**config.mk**
```make
export PLATFORM = sky130hd
export DESIGN_NAME = sust_cell
export DESIGN_NICKNAME = d
export VERILOG_FILES = /design/src/hw/rtl/sust_pkg.sv /design/src/hw/rtl/sust_cell.sv
export SDC_FILE = /design/constraint.sdc
export NUM_CORES = 1
export LEC_CHECK = 0
export ABC_AREA = 1
export BUFFER_PORTS_ARGS = -buffer_cell sky130_fd_sc_hd__buf_2
export CORE_MARGIN = 3
export CORE_UTILIZATION = 46
export DETAILED_ROUTE_END_ITERATION = 10
export PLACE_DENSITY = 0.81
export SLEW_MARGIN = 20
export SYNTH_ARGS = -nofsm -noshare
export SYNTH_HDL_FRONTEND = slang
export SYNTH_SLANG_ARGS = --single-unit
```
**constraint.sdc**
```tcl
create_clock -name clk -period 8.4 [get_ports clk]
set_clock_uncertainty 0.2 [all_clocks]
set_input_delay 1.26 -clock clk [delete_from_list [all_inputs] [get_ports clk]]
set_output_delay 1.26 -clock clk [all_outputs]
set_load 0.005 [all_outputs]
```
**src/hw/rtl/sust_pkg.sv**
```systemverilog
// ----------------------------------------------------------------------------
// sust_pkg: shared types and codes for the sorted unique set table
// Holds the command codes, the result status codes and the control word
// that the top level sends to every storage cell.
// ----------------------------------------------------------------------------
`default_nettype none

package sust_pkg;

  // Command field codes
  localparam logic CMD_INSERT = 1'b0;
  localparam logic CMD_DELETE = 1'b1;

  // Result status codes
  typedef enum logic [2:0] {
    ST_INSERTED  = 3'd0,
    ST_DUPLICATE = 3'd1,
    ST_DELETED   = 3'd2,
    ST_NOT_FOUND = 3'd3,
    ST_EMPTY     = 3'd4,
    ST_FULL      = 3'd5
  } status_t;

  // Shift control broadcast to every cell
  typedef struct packed {
    logic open_slot;   // insert commits: cells at or above the slot move up
    logic close_slot;  // delete commits: cells at or above the match move down
  } cell_ctrl_t;

endpackage

`default_nettype wire

```
**src/hw/rtl/sust_cell.sv**
```systemverilog
// ----------------------------------------------------------------------------
// sust_cell: one storage cell of the sorted chain
// Holds one key, compares it against the broadcast key and, on a commit,
// takes the key, its lower neighbor's entry or its upper neighbor's entry.
// ----------------------------------------------------------------------------
`default_nettype none

module sust_cell (
  input  wire logic                 clk,
  input  wire sust_pkg::cell_ctrl_t ctrl,
  input  wire logic signed [31:0]   key,
  input  wire logic                 occupied,
  input  wire logic                 left_below,
  input  wire logic signed [31:0]   left_entry,
  input  wire logic signed [31:0]   right_entry,
  output logic signed [31:0]        entry,
  output logic                      below,
  output logic                      match
);

  // Compare the held entry against the key
  assign below = occupied && (entry < key);
  assign match = occupied && (entry == key);

  // Shift the chain; cells below the key hold their entry
  always_ff @(posedge clk) begin
    if (ctrl.open_slot && !below) begin
      entry <= left_below ? key : left_entry;
    end else if (ctrl.close_slot && !below) begin
      entry <= right_entry;
    end
  end

endmodule

`default_nettype wire

```
* After elaboration in Yosys (flattened, before gate mapping) *
Index checks and enable logic that the tools add are counted.

operators by class
  order comparisons = 1
  equality and inequality tests = 1
  mux-type cells = 3
  reduce and logical (&&, ||, !) cells = 6

operators with widths
  operator                     count
  two-way mux 32 bit           3
  == test 32 bit               1
  less-than comparator 32 bit  1
  logical AND 1 bit            4
  nonzero test 2 bit           1
  zero test 1 bit              1

word-level totals
  flip-flop bits (word level) = 32
  bits of input ports = 101
  output and inout port bits = 34
  logic and storage cells = 12

* Longest topological paths before layout *
  depth after elaboration = 6
  mapped depth = 19
  gate-level depth less buffers = 18

* Worst setup path before layout *
Ideal clock, no wire load.

  path type = input to register
  start point = in key[31]
  end point = reg entry[0] (enable)
  setup time = 421 ps
  arrival = 3785 ps
  required time = 7779 ps
  path slack = 3993 ps
  stages on the path = 12
  path buffers = 0
  cell sequence = inv_1 ha_1 nand2_1 nor2_1 nand2_1 nor4_2 nand2_1 nand2_1 nand2_1 nand3_4 inv_1 nor2_1

on the way
  cells in the longest elaborated chain, start to end = 5
  elaborated cells on any way between the ends = 6
  those cells by class = order compare: 1; reduce/logical: 5

RTL lines
  item                                   line                              source
  start: declaration                     sust_cell.sv:11                   input wire logic signed [31:0] key,
  less-than comparator 32 bit *          sust_cell.sv:22                   assign below = occupied && (entry < key);
  logical AND 1 bit *                    sust_cell.sv:22
  net below                              sust_cell.sv:17                   output logic below,
  zero test 1 bit *                      sust_cell.sv:27, sust_cell.sv:29
  logical AND 1 bit (on tied branches)   sust_cell.sv:27, sust_cell.sv:29
  nonzero test 2 bit (no source line) *  --
  end signal: assignment                 sust_cell.sv:28                   entry <= left_below ? key : left_entry;
  end signal: assignment                 sust_cell.sv:30                   entry <= right_entry;
  end: declaration                       sust_cell.sv:16                   output logic signed [31:0] entry,

The timed path passes the listed nets; every way through them passes the cells marked *.
A chain may end at the register's enable or synchronous reset.

* Worst setup path in the final report *
  start point = in key[31]
  end point = out below

on the way
  cells in the longest elaborated chain, start to end = 2

RTL lines
  item                         line
  less-than comparator 32 bit  sust_cell.sv:22
  logical AND 1 bit            sust_cell.sv:22
  end: declaration             sust_cell.sv:17

No other way between the ends.

==> run summary <==
The area share of and/or/nand/nor cells after synthesis is 29.0%. The type of the worst setup path is input port to output port. The final critical-path required period came out at 4680 ps.

During I/O placement, the number of pins put on the boundary was 135. The number of antenna repair diodes came out at 0. The sum of negative setup slack is 0 ps.

The count of final max-slew check failures is 0. The total chip power is about 0.6 mW. The final wirelength is 7090 um. The clock latency of the later-clocked register in the worst-skew pair is 280 ps. The floorplan has 26 rows. The number of max-capacitance violations reported came out at 0. The final route contains ~2700 vias.

The combined area of all synthesized cells came out at 2650 um^2. The actual transition at the worst max-transition pin came out at 1060 ps. STA puts the critical path data required time at about 7000 ps. The residual overflow from global routing is 0. The number of hold violations in the final report came out at 0. The largest stage delay on the critical path is 360 ps.

The total iterations of the first detailed-routing run came out at 4. The number of setup buffers added after CTS came out at 0. The largest registers in the layout are entry x32. The main flop type after synthesis is sky130_fd_sc_hd__edfxtp_1. The number of resized instances in the post-cts repair step is 0. Data on the critical path arrives at its endpoint at 3220 ps. The per-cell routed wire length is roughly 13 um. The headroom to the max-slew limit came out at just under 30%. The highest fanout seen on the critical path is 34.

For flop-to-flop paths, the worst setup slack is 5060 ps. The kind of cell with the highest combined delay along the critical path is simple AND/OR/NAND/NOR gates. The count of hold-fix buffers inserted at cts is 0. After synthesis, the share of cell area in mux cells is less than 1%. The count of unique library cells instantiated by Yosys is 21. The peak supply drop is 81.3 uV. Entering global routing, the biggest net connects 64 pins. The count of nets left with antenna violations once routing finished came out at 0.

The power density over the cells came out at 175 nW/um^2. The via density per instance came out at 4.97. Walking the worst path, the cells encountered are buf_2, inv_1, ha_1, nand2_1, nor2_1, nand2_1, nor4_2, nand2_1, nand3_1, nand3_4, inv_1, buf_2. The maximum frequency from static timing analysis is 214 MHz. The area of the die came out at 6700 um^2.

Global routing used around a quarter of the available met1 tracks. The area share of the leading cell type in the synthesized netlist is between 30% and 40%. The initial antenna violation count is 0. The global-route wire length before repair came out at 11000 um. The clock-pin slew of the registers on the worst-case setup and hold paths came out at 70 ps. The share of synthesized area occupied by flip-flops and latches is 36.3%. The synthesized instance count is 355. For this block, the initial DRC count from the detailed router was 113. The most frequent cell on the critical path is sky130_fd_sc_hd__nand2_1. The worst hold margin is 1040 ps. The net count after synthesis came out at 488. The path class of the tightest hold or removal check is input port to register.

The global routing usage on met3 is 4.39%. Among all cell types in the netlist, the one instantiated most often is sky130_fd_sc_hd__nand2_1. The number of clock buffers inserted by TritonCTS came out at 5.

In the final layout, the share of cells above drive strength 1 is 30.0%. The count of state elements after synthesis is 32. The vertical extent of the die came out at 81.9 um. Together, buffers and inverters on the worst path number 4. The run finished with clean final reports.

The library cell contributing the largest single delay on the critical path is sky130_fd_sc_hd__nand3_4. After global routing, the most crowded layer is met2. By area the synthesized netlist is led by sky130_fd_sc_hd__edfxtp_1 36%, sky130_fd_sc_hd__ha_1 15%, sky130_fd_sc_hd__nand2_1 14%, sky130_fd_sc_hd__a21oi_1 8.5%, sky130_fd_sc_hd__nand3_1 6.6%.

The worst setup path is captured at an output port. The area inside the core boundary came out at 5340 um^2. The via count of the first global-routing pass was 2574. The number of flip-flops in the largest register is 32.

The final net count came out at 612. Summing the areas of all xor and xnor instances in the mapped netlist gives 0% of the synthesized area. The DRC violation count after routing is 0. The cell at the root of the clock tree is sky130_fd_sc_hd__clkbuf_8. The area growth from synthesis to layout is 28.3%. The maximum level of the CTS H-tree came out at 2. After synthesis, the most frequently instantiated cells are 99 x sky130_fd_sc_hd__nand2_1, 45 x sky130_fd_sc_hd__a21oi_1, 41 x sky130_fd_sc_hd__inv_1, 40 x sky130_fd_sc_hd__nor2_1, 35 x sky130_fd_sc_hd__nand3_1. Setup repair after global routing left no endpoint under its margin. Ranked by flip-flop count, first place goes to entry. The clock drives 32 sinks.

The post-synthesis cell type with the largest combined area is sky130_fd_sc_hd__edfxtp_1. The count of synthesis-stage warnings from yosys is 0. The number of port buffers came out at roughly 130.

The share of async-settable or async-resettable flops after synthesis is 0%. The post-synthesis area per instance is ~7.5 um^2. Setup violations remaining at the end of the flow were counted as 0. In this run, synthesis inferred 32 flip-flops with an integrated enable. Of the total synthesized cell area, the portion taken by full adders, half adders and majority gates is between 10% and 20%. The clock tree from TritonCTS is done. The share of the clock period used by the worst path is 55.7%. The horizontal extent of the die is 81.9 um.

The static power due to leakage came out at 1.91 nW. After synthesis, the largest family of logic cells by area is simple AND/OR/NAND/NOR gates. Global routing consumed, over all layers together, 20.9% of the routing resources. The synthesized netlist devotes 9.74% of its cell area to compound gates.

In this run the deepest clock path goes through 2 buffers. The met2 track demand over resource in global routing came out at 37.3%. The effective utilization at floorplan came out at 49.6%. The worst setup path is launched from an input port. The HPWL reported at the end of detailed placement came out at 5320 um. The congestion estimate from routability-driven global placement came to just over 0.8.
## area by class of cell
type / count / area [um^2]
inverter: 41 / 154
tap: 70 / 87.6
clock buffer: 7 / 76.3
sequential: 32 / 961
multi-input combinational: 265 / 1440
fill: 485 / 1940
clock inverter: 1 / 3.75
timing repair buffer: 134 / 671
## final timing paths
check / end / from / depth (start not counted)
min reg2reg: entry[23]$_DFFE_PP_ / entry[31]$_DFFE_PP_ / 5
min: entry[25]$_DFFE_PP_ / right_entry[25] / 3
max: below / key[31] / 12
max reg2reg: entry[29]$_DFFE_PP_ / entry[31]$_DFFE_PP_ / 11
## cells by family after synthesis
kind of cell	Yosys count
buffers and inverters	58
DFF	32
and+or+nand+nor	182
adders and majority gates	32
AOI/OAI and AO/OA	50
muxes	1
## per-stage QoR
stage | utilization [%] | cells | cell area, um^2 | worst slack (ps)
after floorplan | - | 355 | 2650 | 3990
final | 63.7 | 550 | 3400 | 3720
after CTS | 63.7 | 550 | 3400 | 3660
after global routing | 63.7 | 550 | 3400 | 3470
after detailed placement | 62.2 | 542 | 3320 | 3660
after global placement | 62.2 | 542 | 3320 | 3740
## report_power, final
group	leakage, nW	internal [mW]	switching [mW]
sequential	0.318	0.225	0.0194
clock	0.0399	0.0577	0.0575
combinational	1.55	0.0971	0.137
total	1.91	0.380	0.213
## cell usage in the layout, fill, tap and decap left out, drive strengths merged, types with 2 or more instances in the layout
master / count
nor2: 40
nand4: 2
nor3: 2
edfxtp: 32
nand3: 36
clkbuf: 7
o21ai: 2
inv: 41
o21a: 2
a21oi: 45
nand2: 100
ha: 32
buf: 134
## worst min-delay path: stages
cell	delay, ps
sky130_fd_sc_hd__buf_2	70
sky130_fd_sc_hd__nand2_1	40
sky130_fd_sc_hd__nand2_1	40
## metal layers
| metal | share of wire (%) | wire length [um] |
|---|---|---|
| met1 | 42 | 2960 |
| met2 | 49 | 3490 |
| met3 | 7.8 | 551 |
| met4 | 1.2 | 87 |
| met5 | 0 | 0 |
(Power assumes the default switching activity.)
